`src/vrth_pkg.sv`:
```
package vrth_pkg;

    localparam int FRAC_BITS = 8;
    localparam int QW = 24;   // quotient bits of the height correction
    localparam int RW = 57;   // divider remainder width

    localparam logic [2:0] REASON_HIT    = 3'd0;
    localparam logic [2:0] REASON_BOX    = 3'd1;
    localparam logic [2:0] REASON_DEGEN  = 3'd2;
    localparam logic [2:0] REASON_BARY   = 3'd3;
    localparam logic [2:0] REASON_BEHIND = 3'd4;

    typedef struct packed {
        logic [22:0]        point_x;
        logic [22:0]        point_y;
        logic signed [15:0] point_z;
        logic [14:0]        a_x;
        logic [14:0]        a_y;
        logic [14:0]        a_z;
        logic [14:0]        b_x;
        logic [14:0]        b_y;
        logic [14:0]        b_z;
        logic [14:0]        c_x;
        logic [14:0]        c_y;
        logic [14:0]        c_z;
    } t_in;

    typedef struct packed {
        logic        hit;
        logic [2:0]  reason;
        logic [23:0] distance;
    } t_out;

    // classified item handed from front to back
    typedef struct packed {
        logic               box_out;
        logic signed [15:0] e1x;
        logic signed [15:0] e1y;
        logic signed [15:0] e1z;
        logic signed [15:0] e2x;
        logic signed [15:0] e2y;
        logic signed [15:0] e2z;
        logic signed [23:0] sx;
        logic signed [23:0] sy;
        logic signed [24:0] k;
    } t_task;

    typedef struct packed {
        logic               neg;
        logic [RW-1:0]      mag;
        logic [31:0]        det;
        logic signed [24:0] k;
        logic [2:0]         reason;
    } t_div;

endpackage

```
`src/vrth_front.sv`:
```
module vrth_front (
    input  logic            i_clk,
    input  logic            i_rst_n,
    input  logic            i_acc,
    input  vrth_pkg::t_in   i_in,
    output logic            o_valid,
    output vrth_pkg::t_task o_task
);

    logic            r_valid;
    vrth_pkg::t_task r_task;
    vrth_pkg::t_task n_task;

    logic [22:0] sax, say, sbx, sby, scx, scy;
    logic signed [16:0] dz;
    logic        box_x, box_y;

    always_comb begin
        sax = {i_in.a_x, 8'b0};
        say = {i_in.a_y, 8'b0};
        sbx = {i_in.b_x, 8'b0};
        sby = {i_in.b_y, 8'b0};
        scx = {i_in.c_x, 8'b0};
        scy = {i_in.c_y, 8'b0};
        box_x = (i_in.point_x > sax && i_in.point_x > sbx && i_in.point_x > scx) ||
                (i_in.point_x < sax && i_in.point_x < sbx && i_in.point_x < scx);
        box_y = (i_in.point_y > say && i_in.point_y > sby && i_in.point_y > scy) ||
                (i_in.point_y < say && i_in.point_y < sby && i_in.point_y < scy);
        dz = $signed({2'b0, i_in.a_z}) - $signed({i_in.point_z[15], i_in.point_z});
        n_task.box_out = box_x || box_y;
        n_task.e1x = $signed({1'b0, i_in.b_x}) - $signed({1'b0, i_in.a_x});
        n_task.e1y = $signed({1'b0, i_in.b_y}) - $signed({1'b0, i_in.a_y});
        n_task.e1z = $signed({1'b0, i_in.b_z}) - $signed({1'b0, i_in.a_z});
        n_task.e2x = $signed({1'b0, i_in.c_x}) - $signed({1'b0, i_in.a_x});
        n_task.e2y = $signed({1'b0, i_in.c_y}) - $signed({1'b0, i_in.a_y});
        n_task.e2z = $signed({1'b0, i_in.c_z}) - $signed({1'b0, i_in.a_z});
        n_task.sx  = $signed({1'b0, i_in.point_x}) - $signed({1'b0, sax});
        n_task.sy  = $signed({1'b0, i_in.point_y}) - $signed({1'b0, say});
        n_task.k   = $signed({dz, 8'b0});
    end

    always_ff @(posedge i_clk) begin
        if (!i_rst_n) begin
            r_valid <= 1'b0;
        end else begin
            r_valid <= i_acc;
        end
        if (i_acc) begin
            r_task <= n_task;
        end
    end

    assign o_valid = r_valid;
    assign o_task  = r_task;

endmodule

```
`config.mk`:
```
export PLATFORM = sky130hd
export DESIGN_NAME = vrth_front
export DESIGN_NICKNAME = d
export VERILOG_FILES = /design/src/vrth_pkg.sv /design/src/vrth_front.sv
export SDC_FILE = /design/constraint.sdc
export NUM_CORES = 1
export LEC_CHECK = 0
export BUFFER_PORTS_ARGS = -buffer_cell sky130_fd_sc_hd__buf_4
export CELL_PAD_IN_SITES_DETAIL_PLACEMENT = 1
export CELL_PAD_IN_SITES_GLOBAL_PLACEMENT = 1
export CORE_MARGIN = 1.5
export CORE_UTILIZATION = 40
export CTS_CLUSTER_DIAMETER = 150
export CTS_CLUSTER_SIZE = 28
export DETAILED_ROUTE_END_ITERATION = 7
export GPL_ROUTABILITY_DRIVEN = 0
export PLACE_DENSITY = 0.81
export SLEW_MARGIN = 20
export SYNTH_ARGS = -nofsm -noshare
export SYNTH_HDL_FRONTEND = slang
export SYNTH_SLANG_ARGS = --single-unit
```
`constraint.sdc`:
```
create_clock -name i_clk -period 2.75 [get_ports i_clk]
set_clock_uncertainty 0.15 [all_clocks]
set_input_delay 0.1375 -clock i_clk [delete_from_list [all_inputs] [get_ports i_clk]]
set_output_delay 0.1375 -clock i_clk [all_outputs]
set_load 0.1 [all_outputs]
```
# After elaboration in Yosys (flattened, before gate mapping)
# Index checks and enable logic that the tools add are counted.
[word_totals] input_bits=200 word_cells=43 output_inout_bits=171 regBits=163
[op_classes] n_reduce_logical=11 order_cmp=12 addsub=9
[ops] operator="$gt 23x23->1" n=6
[ops] operator="$lt 23x23->1" n=6
[ops] operator="$sub 15x15->16" n=6
[ops] operator="$sub 23x23->24" n=2
[ops] operator="$sub 16x16->17" n=1
[ops] operator="$logic_and 1x1->1" n=8
[ops] operator="$logic_or 1x1->1" n=3

# Depth between registers and ports, before layout
# Gate-level depths: netlist of the first run.
[depth] word_depth=5 ltp_mapped=10 mapped_depth_nobuf=10

# Worst setup path after synthesis of the first run
# Ideal clock, no wire load.
[synth_path] path_kind="input -> register" from="input i_in[159] (netlist bit)" to="register r_task (netlist bit o_task[169]) (data pin)" arrival_time_ps=2157 setup_ps=138 n_path_buf=0 setup_slack_ps=305 required_time_ps=2462 path_stages=10 cell_sequence="inv_1 > ha_1 > fa_1 > nand2b_1 > a211oi_2 > o31ai_1 > a21oi_1 > a211oi_1 > or4_1 > nand4_1"
[synth_rtl] element="from (decl)" line_no="vrth_front.sv:5" source="input vrth_pkg::t_in i_in,"
[synth_rtl] element="to (signal assigned)" line_no="vrth_front.sv:49" source="r_task <= n_task;"
[synth_rtl] element="to (decl)" line_no="vrth_front.sv:11" source="vrth_pkg::t_task r_task;"

==> qor.yml, run 1 <==
path_max_fanout: 3
die_w_um: 182.0
portBuffers: 362
wl_per_cell_um: 20.27
post_cts_buffers: 0
yosys-top-cells-area: "edfxtp_1 (38%), ha_1 (19%), inv_1 (5.3%), xnor2_1 (4.7%), a21oi_1 (3.0%)"
cp-end-kind: "flop"
cts.path.max_buffers: 2
overflow: 0
p_int_w: 0.005885
routed_via_density: 5.438
crit_arrival_ps: 2650
switching_share: 0.4782
initial_core_util: 0.4063
drtAntennaViolNets: 0
drt_iter0_drc: 572
worstPathRequired_ps: 2810
maxSlewViolCount: 0
cts.sinks: 163
synth_area_per_cell_um2: 9.901
netlist_area_um2: 12820
combPwrFrac: 0.486
root_buffer: "clkbuf_16"
critPathLaunchType: "input pin"
tightest_slew_ps: 748.9
drc_errors: 0
synth-edff-count: 162
grt_pass1_wl_mm: 66.72
synthMostInstantiatedCell: "ha_1"
die_h_um: 182.0
worstSetupPathType: "input pin to flop"
antenna_found_initial: 0
io_pins: 371
ys_seq_area_frac: 0.3810
grt_start_max_net_pins: 51
synth.top_cells.by_count: "ha_1 (195), inv_1 (181), edfxtp_1 (162)"
cts_tree: "done"
maxSlewHeadroom: 0.4961
power.share.sequential: 0.295
area_delta_synth_final_pct: 33.60
fmax_mhz: 385.7
p_sw_w: 0.005394
ys_ff_latch: 163
min_path_type: "input pin to flop"
antenna_cells: 0
drive_above_1_share: 0.2537
holdWs_ps: 23.13
grt_pass1_vias: 12508
placementRows: 65
utilization: 0.5429
h-tree-depth: 4
netlist_instances: 1295
synthArstFlopShare: 0
synth_top_area_share: 0.3794
dp_hpwl_mm: 35.22
track_usage: 0.2610
fin_crit_ps: 2593
hold_viol_final: 0
die_area_um2: 33140
vias: 11659
synth_cell_types: 59
pwr-share-clk: 0.219
setup_viol: 0
core_um2: 31560
cts.clk_slew.worst_paths_ps: 70
drt_first_pass_iters: 5
status: "finished clean"
rsz0062_at_grt: "no"
cts_made_buffers: 17
nets: 2133
power.leakage_nw: 8.155
synthFlopType: "edfxtp_1"
ir_worst_vdd_mv: 0.4465
final.period_utilization: 0.9428
ys_warn_count: 0
synth_largest_area_cell: "edfxtp_1"
power_density_nw_per_um2: 658.4
maxCapViolCount: 0
routed_wl_mm: 43.45
-- routing by layer --
layer	vias to the layer above	track usage	share of wire
met5	-	0	0
met4	0	0.1260	0.041
met3	102	0.07621	0.078
met2	400	0.4527	0.48
met1	5551	0.2934	0.40
li1	5606	-	-
-- cell type report --
cell class              instances  area, µm²
well taps                     402      503.0
clock inverters                15      158.9
multi-input cells             948       7229
repair buffers                418       3249
flip-flops and latches        163       4885
clock buffers                  17      425.4
inverters                     181      679.4
fillers                      3606      14430
-- per-stage QoR --
step | area (µm²) | setup TNS [ps] | total power (W) | worst slack, ps | std cells
floorplan | 12850 | 0 | 0.007361 | 304.6 | 1302
global placement | 16200 | 0 | 0.008663 | 54.77 | 2079
detailed placement | 16200 | -63.33 | 0.008778 | -42.13 | 2079
CTS | 17120 | 0 | 0.01131 | 43.12 | 2144
global route | 17130 | 0 | 0.01170 | 2.491 | 2144
finish | 17130 | 0 | 0.01128 | 157.3 | 2144
-- cell usage in the layout (no fill, tap or decap), types with 8 or more instances in the layout --
cell | Yosys | routed
a211o_1 | 8 | 8
a211oi_1 | 19 | 18
a21boi_0 | 11 | 10
a21o_1 | 47 | 47
a21oi_1 | 76 | 76
a31oi_1 | 9 | 9
and3_1 | 8 | 8
buf_4 | 8 | 382
clkbuf_16 | 0 | 17
conb_1 | 1 | 8
dlygate4sd3_1 | 0 | 33
edfxtp_1 | 162 | 162
fa_1 | 9 | 8
ha_1 | 195 | 195
inv_1 | 181 | 181
nand2_1 | 43 | 43
nand2b_1 | 17 | 17
nand3_1 | 30 | 29
nand4_1 | 26 | 26
nor2_1 | 87 | 87
nor2b_1 | 38 | 38
nor3_1 | 41 | 41
nor4_1 | 15 | 15
o211ai_1 | 12 | 12
o21a_1 | 18 | 18
o21ai_0 | 48 | 47
o31ai_1 | 8 | 8
or2_2 | 14 | 14
or3_1 | 11 | 11
xnor2_1 | 69 | 69
xor2_1 | 12 | 12
-- what timing repair did --
item | in CTS | in global routing
endpoints found under the hold margin | 73 | 0
endpoints found under the setup margin | 0 | 6
hold buffers | 33 | 0
resized for setup | 0 | 5
-- worst max-delay path: stages --
cell           delay, ps
dlygate4sd3_1        550
buf_4                130
ha_1                 320
nor2b_1              140
o21ai_0              220
a21boi_1             100
buf_4                140
o21ai_1              270
buf_4                190
a21oi_1               90
a41oi_1              270
xnor2_1              100
-- path summary, 6_finish.rpt --
| check | startpoint | to | slack (ps) | depth (start not counted) |
|---|---|---|---|---|
| max | i_in[47] | o_task[131] | 160 | 12 |
| min | i_in[12] | o_task[85] | 20 | 3 |
-- power groups by stage --
stage,logic [W],registers [W],clock network [W]
2_1_floorplan,0.00143,0.00593,0
3_3_place_gp,0.00529,0.00337,0
3_5_place_dp,0.00540,0.00338,0
4_1_cts,0.00547,0.00333,0.00251
5_1_grt,0.00575,0.00336,0.00259
6_report,0.00548,0.00333,0.00247
-- kinds of logic (layout without fill, tap and decap cells) --
family | Yosys count | in the layout | share of synthesized area
simple gates | 349 | 349 | 0.1394
compound gates | 305 | 305 | 0.1605
fa+ha+maj | 204 | 204 | 0.2043
buf+inv | 191 | 631 | 0.05826
flops | 163 | 163 | 0.3810
xor+xnor | 81 | 81 | 0.05533
other cells | 1 | 8 | 0.0002925
mux | 1 | 1 | 0.0008782
-- registers in the layout, indices dropped and copies added (netlist names) --
register	count
o_task	162
o_valid	1
(Power assumes the default switching activity.)
==> run 2: changes to the inputs <==
- clock period: 2.75 -> 2.55 ns (I/O delays scaled with it)
==> qor.yml, run 2 (synthesis results as in run 1) <==
die_h_um: 182.0  # unchanged
setup_viol: 0  # unchanged
min_path_type: "input pin to flop"
grt_pass1_vias: 13150  # +5.1%
hold_viol_final: 0  # unchanged
status: "finished clean"
p_int_w: 0.006783  # +15%
nets: 2187  # +2.5%
ir_worst_vdd_mv: 0.4618  # +3.4%
multi_input_area_um2: 7219  # -0.14%
fin_crit_ps: 2492
maxSlewViolCount: 0  # unchanged
grt_start_max_net_pins: 50  # -2.0%
crit_arrival_ps: 2530  # -120 ps
routed_wl_mm: 45.81  # +5.4%
placementRows: 65  # unchanged
dpl_cell_area_um2: 16570  # +2.3%
seq_area_um2: 4885  # unchanged
cts_tree: "done"
core_um2: 31560  # unchanged
drt_first_pass_iters: 4  # -1
stdcell_count: 2198  # +2.5%
h-tree-depth: 4  # unchanged
maxCapViolCount: 0  # unchanged
largest_register_ffs: 162  # unchanged
routed_via_density: 5.464  # +0.47%
utilization: 0.5577  # +0.01483
holdWs_ps: 14.45  # -8.681 ps
die_area_um2: 33140  # unchanged
vias: 12009  # +3.0%
worstPathRequired_ps: 2590  # -220 ps
grt_pass1_wl_mm: 71.04  # +6.5%
combPwrFrac: 0.478  # -0.008
switching_share: 0.4620  # -0.01629
area_delta_synth_final_pct: 37.25
cts.path.max_buffers: 2  # unchanged
rsz0062_at_grt: "no"
root_buffer: "clkbuf_16"
cts.sinks: 163  # unchanged
power_density_nw_per_um2: 716.4  # +8.8%
drtAntennaViolNets: 0  # unchanged
wl_per_cell_um: 20.84  # +2.8%
initial_core_util: 0.4063  # unchanged
fin_area_um2: 17600  # +2.7%
cp-end-kind: "flop"
cts.clk_slew.worst_paths_ps: 70  # about the same
fmax_mhz: 401.2
p_sw_w: 0.005824  # +8.0%
n_fill_cell: 3565  # -1.1%
tns_ps: 0  # unchanged
pwr-share-clk: 0.236  # +0.017
placedCellCount: 2128  # +2.4%
drive_above_1_share: 0.2723  # +0.01854
portBuffers: 362  # unchanged
maxSlewHeadroom: 0.5458  # +0.04971
layout_common_cells: "buf_4 (431), ha_1 (195), inv_1 (181), edfxtp_1 (162), nor2_1 (87)"
path_max_fanout: 4  # +1
power.leakage_nw: 8.443  # +3.5%
hp-start: "i_in[106]"
critPathLaunch: "i_in[106]"
die_w_um: 182.0  # unchanged
overflow: 0  # unchanged
antenna_cells: 0  # unchanged
power.share.sequential: 0.286  # -0.009
tightest_slew_ps: 677.2  # -71.75 ps
final.period_utilization: 0.9774
final_common_cell: "buf_4"
drt_iter0_drc: 663  # +16%
drc_errors: 0  # unchanged
io_pins: 371  # unchanged
cts_made_buffers: 17  # unchanged
track_usage: 0.2759  # +0.01485
critPathLaunchType: "input pin"
dp_hpwl_mm: 36.34  # +3.2%
post_cts_buffers: 0  # unchanged
worstSetupPathType: "input pin to flop"
antenna_found_initial: 0  # unchanged
-- run 2: cell count changes in the layout (fill, tap and decap cells not counted), moves of 2 or more --
cell,change
buf_4,+49
clkinv_8,-2
bufinv_16,+4
inv_8,-4
dlygate4sd3_1,+5
-- run 2: final timing paths --
check	slack [ps]	end	depth (start not counted)
worst min-delay path	10	o_task[90]	3
worst max-delay path	60	o_task[151]	10
-- run 2: metrics by stage --
step,total power [W],setup WS (ps)
final,0.01261,57.72
after global routing,0.01305,4.294
after CTS,0.01262,61.20
after detailed placement,0.009561,-298.9
after global placement,0.009417,-144.4
after floorplan,0.007938,114.6
-- run 2: power by group through the flow --
stage	clock (W)	sequential, W	combinational (W)
floorplan	0	0.00639	0.00154
detailed placement	0	0.00365	0.00591
CTS	0.00301	0.00360	0.00601
global route	0.00310	0.00363	0.00632
finish	0.00298	0.00360	0.00603
global placement	0	0.00364	0.00578
-- run 2: final cells by class --
class / count / share of cell area
multi-input combinational: 948 / 0.4102
sequential: 163 / 0.2776
timing repair buffer: 472 / 0.2084
inverter: 181 / 0.03861
tap: 402 / 0.02858
clock buffer: 17 / 0.02417
clock inverter: 15 / 0.01244
-- run 2: critical path: stages --
cell	delay (ps)
buf_4	130
dlygate4sd3_1	580
fa_1	440
nor2b_2	170
o21a_1	150
o21ai_1	120
a211o_1	380
nand3_1	180
a211o_1	150
nand3_1	90
-- run 2: routing by layer --
layer,track usage,vias up,routed length (µm)
li1,-,5708,-
met1,0.3089,5840,18490
met2,0.5042,379,23210
met3,0.06177,82,2597
met4,0.1117,0,1518
met5,0,-,0
-- run 2: what timing repair did --
action                                  CTS  global route
hold buffers                             38             0
endpoints found under the setup margin    0             2
gates resized for setup                   0             2
hold endpoints to repair                 74             0
