**config.mk**
```make
export PLATFORM = sky130hd
export DESIGN_NAME = vrth_queue
export DESIGN_NICKNAME = d
export VERILOG_FILES = /design/src/vrth_pkg.sv /design/src/vrth_queue.sv
export SDC_FILE = /design/constraint.sdc
export NUM_CORES = 1
export LEC_CHECK = 0
export ABC_AREA = 1
export BUFFER_PORTS_ARGS = -buffer_cell sky130_fd_sc_hd__buf_2
export CORE_MARGIN = 2
export CORE_UTILIZATION = 49
export CTS_CLUSTER_SIZE = 40
export DETAILED_ROUTE_END_ITERATION = 12
export GPL_TIMING_DRIVEN = 0
export MAX_ROUTING_LAYER = met4
export PLACE_DENSITY = 0.84
export SYNTH_ARGS = -nofsm -noshare
export SYNTH_HDL_FRONTEND = slang
export SYNTH_SLANG_ARGS = --single-unit
```
**constraint.sdc**
```tcl
create_clock -name i_clk -period 8.2 [get_ports i_clk]
set_input_delay 0.82 -clock i_clk [delete_from_list [all_inputs] [get_ports i_clk]]
set_output_delay 0.82 -clock i_clk [all_outputs]
set_load 0.02 [all_outputs]
```
**src/vrth_pkg.sv**
```systemverilog
package vrth_pkg;

    localparam int FRAC_BITS = 8;
    localparam int QW = 24;   // quotient bits of the height correction
    localparam int RW = 57;   // divider remainder width

    localparam logic [2:0] REASON_HIT    = 3'd0;
    localparam logic [2:0] REASON_BOX    = 3'd1;
    localparam logic [2:0] REASON_DEGEN  = 3'd2;
    localparam logic [2:0] REASON_BARY   = 3'd3;
    localparam logic [2:0] REASON_BEHIND = 3'd4;

    typedef struct packed {
        logic [22:0]        point_x;
        logic [22:0]        point_y;
        logic signed [15:0] point_z;
        logic [14:0]        a_x;
        logic [14:0]        a_y;
        logic [14:0]        a_z;
        logic [14:0]        b_x;
        logic [14:0]        b_y;
        logic [14:0]        b_z;
        logic [14:0]        c_x;
        logic [14:0]        c_y;
        logic [14:0]        c_z;
    } t_in;

    typedef struct packed {
        logic        hit;
        logic [2:0]  reason;
        logic [23:0] distance;
    } t_out;

    // classified item handed from front to back
    typedef struct packed {
        logic               box_out;
        logic signed [15:0] e1x;
        logic signed [15:0] e1y;
        logic signed [15:0] e1z;
        logic signed [15:0] e2x;
        logic signed [15:0] e2y;
        logic signed [15:0] e2z;
        logic signed [23:0] sx;
        logic signed [23:0] sy;
        logic signed [24:0] k;
    } t_task;

    typedef struct packed {
        logic               neg;
        logic [RW-1:0]      mag;
        logic [31:0]        det;
        logic signed [24:0] k;
        logic [2:0]         reason;
    } t_div;

endpackage

```
**src/vrth_queue.sv**
```systemverilog
module vrth_queue (
    input  logic            i_clk,
    input  logic            i_rst_n,
    input  logic            i_push,
    input  vrth_pkg::t_task i_task,
    output logic            o_full,
    output logic            o_valid,
    output vrth_pkg::t_task o_task
);

    vrth_pkg::t_task r_mem [0:1];
    logic            r_wp, r_rp;
    logic [1:0]      r_cnt;
    logic            r_valid;
    vrth_pkg::t_task r_task;
    logic            pop;

    // the back end never stalls, so anything queued leaves next cycle
    assign pop = (r_cnt != 2'd0);

    always_ff @(posedge i_clk) begin
        if (!i_rst_n) begin
            r_wp    <= 1'b0;
            r_rp    <= 1'b0;
            r_cnt   <= 2'd0;
            r_valid <= 1'b0;
        end else begin
            if (i_push) begin
                r_wp <= ~r_wp;
            end
            if (pop) begin
                r_rp <= ~r_rp;
            end
            r_cnt   <= r_cnt + 2'(i_push) - 2'(pop);
            r_valid <= pop;
        end
        if (i_push) begin
            r_mem[r_wp] <= i_task;
        end
        if (pop) begin
            r_task <= r_mem[r_rp];
        end
    end

    assign o_full  = (r_cnt == 2'd2);
    assign o_valid = r_valid;
    assign o_task  = r_task;

endmodule

```
Word-level counts from Yosys, hierarchy flattened
Memory sizes are Yosys's and may differ from the RTL's. A register that Yosys moved wholly into a read port is not among the register bits.
Cells that the tools add are included.

word-level totals
  memories kept = 1
  word-level logic and storage cells = 13
  RAM bits = 340
  flip-flop bits (word level) = 5
  bits of input ports = 173
  output and inout port bits = 172

cells by class
  $add $sub $neg = 2
  bitwise operators = 2
  reductions and logical operators = 1
  eq/ne operators = 1
  mux-type cells = 2

memory list
  name   depth  width  rd ports  clocked after Yosys merged registers in  wr ports  RTL line          text
  r_mem  2      170    1         1                                        1         vrth_queue.sv:11  vrth_pkg::t_task r_mem [0:1];

operators by type and width
  cell                                  number
  adder 2 x 1 -> 2 bit                  1
  == test 2 bit, second input constant  1
  2-to-1 mux 1 bit                      2
  NOT 1 bit                             2
  nonzero test 2 bit                    1
  subtractor 2 x 1 -> 2 bit             1

Longest topological paths before layout
Gate-level depths: netlist (run 1).

  depth in word-level cells = 2
  mapped depth = 6
  depth with buffers taken out = 6

Worst setup path before layout (run 1)
Ideal clock, no wire load.

  path type = input -> register
  start point = in i_push
  end point = mem r_mem[0][0] in the netlist's numbering (enable)
  arrival time = 7966 ps
  required time = 7493 ps
  cell stages on the path = 2
  slack = -473 ps
  cells stage by stage = inv_1 > nor2_1

between the ends
  longest elaborated chain between the ends = 2

RTL lines
  element                                 RTL line          text
  from (decl)                             vrth_queue.sv:4   input logic i_push,
  2-to-1 mux 1 bit                        vrth_queue.sv:37  if (i_push) begin
  2-to-1 mux 1 bit (not written as such)  vrth_queue.sv:38  r_mem[r_wp] <= i_task;
  to (decl)                               vrth_queue.sv:11

No other way between the ends.

Final worst setup path (run 1)
  start point = reg r_cnt[1]
  end point = out o_full

between the ends
  longest elaborated chain between the ends = 1

RTL lines
  element                 RTL line          text
  from (decl)             vrth_queue.sv:13  logic [1:0] r_cnt;
  from (signal assigned)  vrth_queue.sv:34  r_cnt <= r_cnt + 2'(i_push) - 2'(pop);
  == test 2 bit           vrth_queue.sv:45  assign o_full = (r_cnt == 2'd2);
  to (decl)               vrth_queue.sv:6   output logic o_full,

No other way between the ends.

==> results of run 1 <==
==> worst register-to-register path, delay by kind of cell, from the launching register on <==
family                 cells  cell delay [ps]
AND/OR/NAND/NOR            1              160
buffers and inverters      2              920
flip-flops                 1              390
==> metal layers <==
metal | GRT usage [%] | vias to the layer above | share of wire [%]
li1 | - | 4623 | -
met1 | 21.8 | 4642 | 37
met2 | 33.3 | 367 | 52
met3 | 4.94 | 91 | 7.5
met4 | 9.54 | 0 | 3.9
met5 | - | - | 0
==> flip-flops by register name (all words and copies together) (netlist names) <==
register	flops
o_valid	1
r_mem	340
r_rp	1
r_cnt	2
r_wp	1
o_task	170
==> placed cells by master (no fill, tap or decap) <==
cell type and instances:
nand2_1 515, edfxtp_1 510, buf_2 364, clkbuf_16 51
clkbuf_1 14, diode_2 12, buf_4 12, clkinv_1 11
nor2_1 8, buf_12 6, clkinv_2 5, bufinv_16 5
dfxtp_1 5, inv_1 4, inv_8 3, clkinvlp_4 2
buf_16 2, inv_4 1, buf_6 1, nor2_4 1
nor3_1 1, a21oi_1 1, nand3_1 1, ha_1 1
inv_6 1, clkinv_4 1
==> synth_stat cells <==
| cell | instances |
|---|---|
| nand3_1 | 1 |
| buf_6 | 1 |
| inv_1 | 6 |
| a21oi_1 | 1 |
| nor2_1 | 9 |
| buf_2 | 20 |
| clkbuf_1 | 4 |
| ha_1 | 1 |
| inv_4 | 1 |
| buf_4 | 12 |
| nor3_1 | 1 |
| nand2_1 | 515 |
| dfxtp_1 | 5 |
| edfxtp_1 | 510 |
==> stage by stage <==
stage / util, % / std cells / power, W / cell area, sq um / hold WS [ps]
2_1_floorplan: - / 1087 / 0.00336 / 17700 / 487
3_3_place_gp: 56.2 / 1892 / 0.00352 / 20000 / 488
3_5_place_dp: 56.8 / 1900 / 0.00352 / 20200 / 495
4_1_cts: 61.2 / 1987 / 0.00573 / 21700 / 387
5_1_grt: 61.3 / 1998 / 0.00586 / 21800 / 404
6_report: 61.3 / 1999 / 0.00567 / 21800 / 432
==> area by class of cell <==
cell class | instances | share of cell area (%)
Buffer | 37 | 0.995
Tap cell | 461 | 2.65
Sequential cell | 515 | 70.9
Clock buffer | 61 | 6.04
Inverter | 7 | 0.201
Multi-Input combinational cell | 528 | 9.20
Timing Repair Buffer | 352 | 8.72
Antenna cell | 12 | 0.138
Clock inverter | 26 | 1.20
==> cells by family after synthesis <==
logic type      after synthesis  synth area share, %
flops                       515                 87.3
buf+inv                      44                 1.39
compound gates                1               0.0283
fa+ha+maj                     1               0.0709
simple gates                526                 11.2
==> power breakdown <==
group	internal [W]	switching, W
Clock	0.00129	0.000909
Combinational	0.000113	0.000254
Sequential	0.00306	0.0000345
==> final timing paths <==
check	end	startpoint	cells after the start
max	o_full	r_cnt[1]$_SDFF_PN0_	3
min	r_mem[0][143]$_DFFE_PP_	i_task[143]	1
max reg2reg	r_mem[1][1]$_DFFE_PP_	r_wp$_SDFFE_PN0P_	3
min reg2reg	o_task[112]$_DFFE_PP_	r_mem[1][112]$_DFFE_PP_	2
==> impl_metrics.yaml, run 1 <==
synthesis:
  syn_inst: 1087
  synth_area_sq_um: 17700
  seq_area_frac_synth_pct: 87.3
  ys_types: 14
  synth.area.top_cells: "edfxtp_1 (87%), nand2_1 (11%), buf_2 (0.57%), dfxtp_1 (0.57%), buf_4 (0.51%)"
  ys_seq_elements: 515
  synth_top_cell_by_area: "edfxtp_1"
  yosysTopAreaCellShare_pct: 86.7
  ys_warn_count: 0
  syn-num-nets: 1261
  avgSynthCellArea_sq_um: 16.2
clocking:
  cts_tree: "built"
  post-cts-setup-buffers: 0
  cts_buffers: 50
  cts-resized-gates: 0
  ctsHoldBuffers: 0
  htree_num_levels: 2
  cts_sinks: 515
  cts_buffer_depth: 3
  clkTransAtPathRegs_ps: 60
  clock_latency_ps: 570
  cts_root_buf: "clkbuf_16"
layout:
  seq_area_sq_um: 15400
  drive_gt1_share_pct: 29.8
  areaGrowthSynthToFinish_pct: 23.2
  nets: 1665
  multiInputGateArea_sq_um: 2000
  fillers: 2508
die:
  fp.dieW_um: 194
  floorplan.initialDensity_pct: 49.8
  io_pins: 345
  fp.dieH_um: 194
  core_area_sq_um: 35500
  num_rows: 69
  die_area_sq_um: 37600
placed_design:
  preCtsSetupSlack_ps: 5720
  dp_hpwl_mm: 23.5
  portBuffers: 344
  place_congestion: 0.815
drt:
  wl_per_cell_um: 18.0
  drc: 0
  drt-total-wl_mm: 36.1
  routed_via_density: 4.86
  drt_iter0_drc: 583
  ant_nets: 0
  detailedRoute.firstPassIterationCount: 5
  vias: 9723
sta:
  setup_ws_ps: 6100
  setup_tns_ps: 0
  rsz0062_at_grt: "false"
  setup-violations-final: 0
  finalClockSkew_ps: 12.1
  finalCritPeriodShare_pct: 25.6
  fin_crit_ps: 2100
  worst_pin_slew_ps: 678
  max_slew_margin_pct: 54.8
  slew_viol_final: 0
  fmax_mhz: 477
  hold_viol_final: 0
critical_path:
  path_class: "register to primary output"
  crit_family: "flip-flops"
  r2r_setup_slack_ps: 6260
  cp.buffers_inverters: 2
  crit_path_top_delay_cell: "dfxtp_1"
  slowest_delay_ps: 370
  start_kind: "register"
  end_kind: "primary output"
  cp_max_fo: 4
  critPathRequiredTime_ps: 7380
  arrival_ps: 1280
  crit_chain: "inv_1, nor2_1, buf_2"
global_route:
  grt_max_degree: 98
  grt_pass1_wl_mm: 54.4
  grt_usage_pct: 19.7
  grt_pass1_vias: 10000
  antenna_found_initial: 11
  grt_overflow: 0
run_status:
  status: "complete, no violations"
power_and_ir_drop:
  leakagePower_nw: 8.73
  ir_worst_vdd_mv: 0.236
  power_density_nw_per_um2: 260
flow_run:
  maxCapViolCount: 0
hold_path:
  hp-class: "input port to register"
Power figures use the tool's default switching activity.
==> run 2: changes to the inputs <==
==> constraint.sdc (replaced) <==
create_clock -name i_clk -period 1.9 [get_ports i_clk]
set_input_delay 0.19 -clock i_clk [delete_from_list [all_inputs] [get_ports i_clk]]
set_output_delay 0.19 -clock i_clk [all_outputs]
set_load 0.02 [all_outputs]
==> run 2 against run 1 <==
Net effect:
- flip-flop and latch count unchanged
- global-route usage up 3.4 points
- hold slack worse by 100 ps
- clock power rose to 4.2 times the previous value
- final cell count up 8.8%
- routed wire length up 16%
- critical path depth up 1
- count of clock-buffer cells in the layout down 2
==> impl_metrics.yaml, run 2 (same netlist as run 1, synthesis figures left out) <==
global_route:
  grt_usage_pct: 23.1
  grt_max_degree: 43
  antenna_found_initial: 2
  grt_overflow: 0
  grt_pass1_wl_mm: 64.2
  grt_pass1_vias: 11800
sta:
  hold_viol_final: 0
  finalCritPeriodShare_pct: 95.8
  max_slew_margin_pct: 52.9
  worst_pin_slew_ps: 706
  finalClockSkew_ps: 28.8
  setup_ws_ps: 79.3
  rsz0062_at_grt: "false"
  setup_tns_ps: 0
  hold_ws_ps: 328
  slew_viol_final: 0
  fin_crit_ps: 1820
  setup-violations-final: 0
  fmax_mhz: 549
layout:
  drive_gt1_share_pct: 27.2
  nets: 1850
  largest_reg_flops: 340
  final_util_pct: 66.6
  largest_register: "r_mem"
  areaGrowthSynthToFinish_pct: 33.8
  layout_commonest_cell: "nand2_1"
  mostFrequentLayoutCells: "nand2_1 (514), edfxtp_1 (510), buf_2 (364)"
hold_path:
  whs_endpoint: "r_mem[1][163]$_DFFE_PP_"
  hold_start: "i_task[163]"
  worstHoldPathCells: 2
  hp-class: "input port to register"
run_status:
  status: "complete, no violations"
die:
  floorplan.initialDensity_pct: 49.8
  fp.dieH_um: 194
  fp.dieW_um: 194
  core_area_sq_um: 35500
  io_pins: 345
  num_rows: 69
  die_area_sq_um: 37600
drt:
  drt-total-wl_mm: 41.9
  detailedRoute.firstPassIterationCount: 7
  drt_iter0_drc: 733
  ant_nets: 0
  drc: 0
  wl_per_cell_um: 19.3
  routed_via_density: 4.99
  vias: 10800
critical_path:
  end_kind: "register"
  r2r_end: "o_task[60]$_DFFE_PP_"
  r2r-start: "r_cnt[1]$_SDFF_PN0_"
  start_kind: "register"
  crit_family: "buffers and inverters"
  crit_path_top_delay_cell: "clkinvlp_4"
  crit_chain: "nor2_4, clkinvlp_4, buf_12, buf_12"
  r2r_cells: 4
  path_class: "register to register"
  slowest_delay_ps: 420
  cp.buffers_inverters: 3
  path_common_cell: "buf_12"
  critPathRequiredTime_ps: 2200
  cp_max_fo: 42
  arrival_ps: 2120
  critical_path_depth: 4
  r2r_setup_slack_ps: 80
clocking:
  clkTransAtPathRegs_ps: 60
  htree_num_levels: 2
  cts_sinks: 515
  cts_buffers: 50
  cts_tree: "built"
  cts_root_buf: "clkbuf_16"
  cts-resized-gates: 0
  cts_buffer_depth: 3
  clock_latency_ps: 580
placed_design:
  portBuffers: 344
  preCtsSetupSlack_ps: -172
  place_congestion: 0.802
  dp_hpwl_mm: 24.7
power_and_ir_drop:
  ir_worst_vdd_mv: 1.10
  leakagePower_nw: 9.51
  finalPower_w: 0.0246
  power_density_nw_per_um2: 1040
flow_run:
  maxCapViolCount: 0
==> run 2: cell types whose count changed in the layout (fill, tap and decap cells not counted), sizes merged <==
| cell | change |
|---|---|
| nor2 | +1 |
| buf | +11 |
| bufinv | -2 |
| clkbuf | -2 |
| dlygate4sd3 | +173 |
| clkinv | +5 |
| diode | -10 |
==> run 2: where the power goes <==
part | internal (W) | switching (W)
combinational | 0.000775 | 0.00123
sequential | 0.0132 | 0.000168
clock | 0.00522 | 0.00403
==> run 2: worst max path at each step <==
stage	endpoint	start
floorplan	o_task[0]$_DFFE_PP_	r_cnt[0]$_SDFF_PN0_
global placement	o_task[28]$_DFFE_PP_	r_cnt[0]$_SDFF_PN0_
detailed placement	r_mem[0][153]$_DFFE_PP_	i_push
CTS	r_mem[0][150]$_DFFE_PP_	i_push
global route	o_task[64]$_DFFE_PP_	r_cnt[1]$_SDFF_PN0_
finish	o_task[60]$_DFFE_PP_	r_cnt[1]$_SDFF_PN0_
==> run 2: worst reg2reg max path, cell delays in order, from the launching register on <==
cell,delay (ps)
dfxtp_1,360
nor2_4,160
clkinvlp_4,420
buf_12,340
buf_12,240
==> run 2: layer usage <==
metal | wire length, um | track usage, % | share of wire [%] | vias to the layer above
met5 | 0 | - | 0 | -
met4 | 1680 | 10.3 | 4.0 | 0
met3 | 2740 | 4.35 | 6.5 | 116
met2 | 22700 | 41.8 | 54 | 510
met1 | 14700 | 24.6 | 35 | 5232
li1 | - | - | - | 4988
==> run 2: cell type report <==
cell class | count | area, sq um
diodes | 2 | 5.00
plain buffers | 37 | 216
clock buffers | 59 | 1280
clock inverters | 29 | 224
fillers | 2275 | 11900
inverters | 7 | 36.3
multi-input cells | 529 | 2020
flip-flops and latches | 515 | 15400
well taps | 461 | 577
repair buffers | 536 | 3850
==> run 2: timing repair <==
| item | in CTS | in global routing |
|---|---|---|
| buffers inserted | 0 | 2 |
| setup endpoints to repair | 18 | 18 |
| hold buffers | 173 | 0 |
| pin swaps | 1 | 1 |
| gates cloned | 1 | 0 |
| endpoints found under the hold margin | 345 | 0 |
==> run 2: per-stage QoR <==
step                      std cells  area, sq um
after floorplan                1087        17700
after global placement         1892        20000
after detailed placement       1909        20400
after CTS                      2171        23600
after global routing           2175        23600
final                          2175        23600
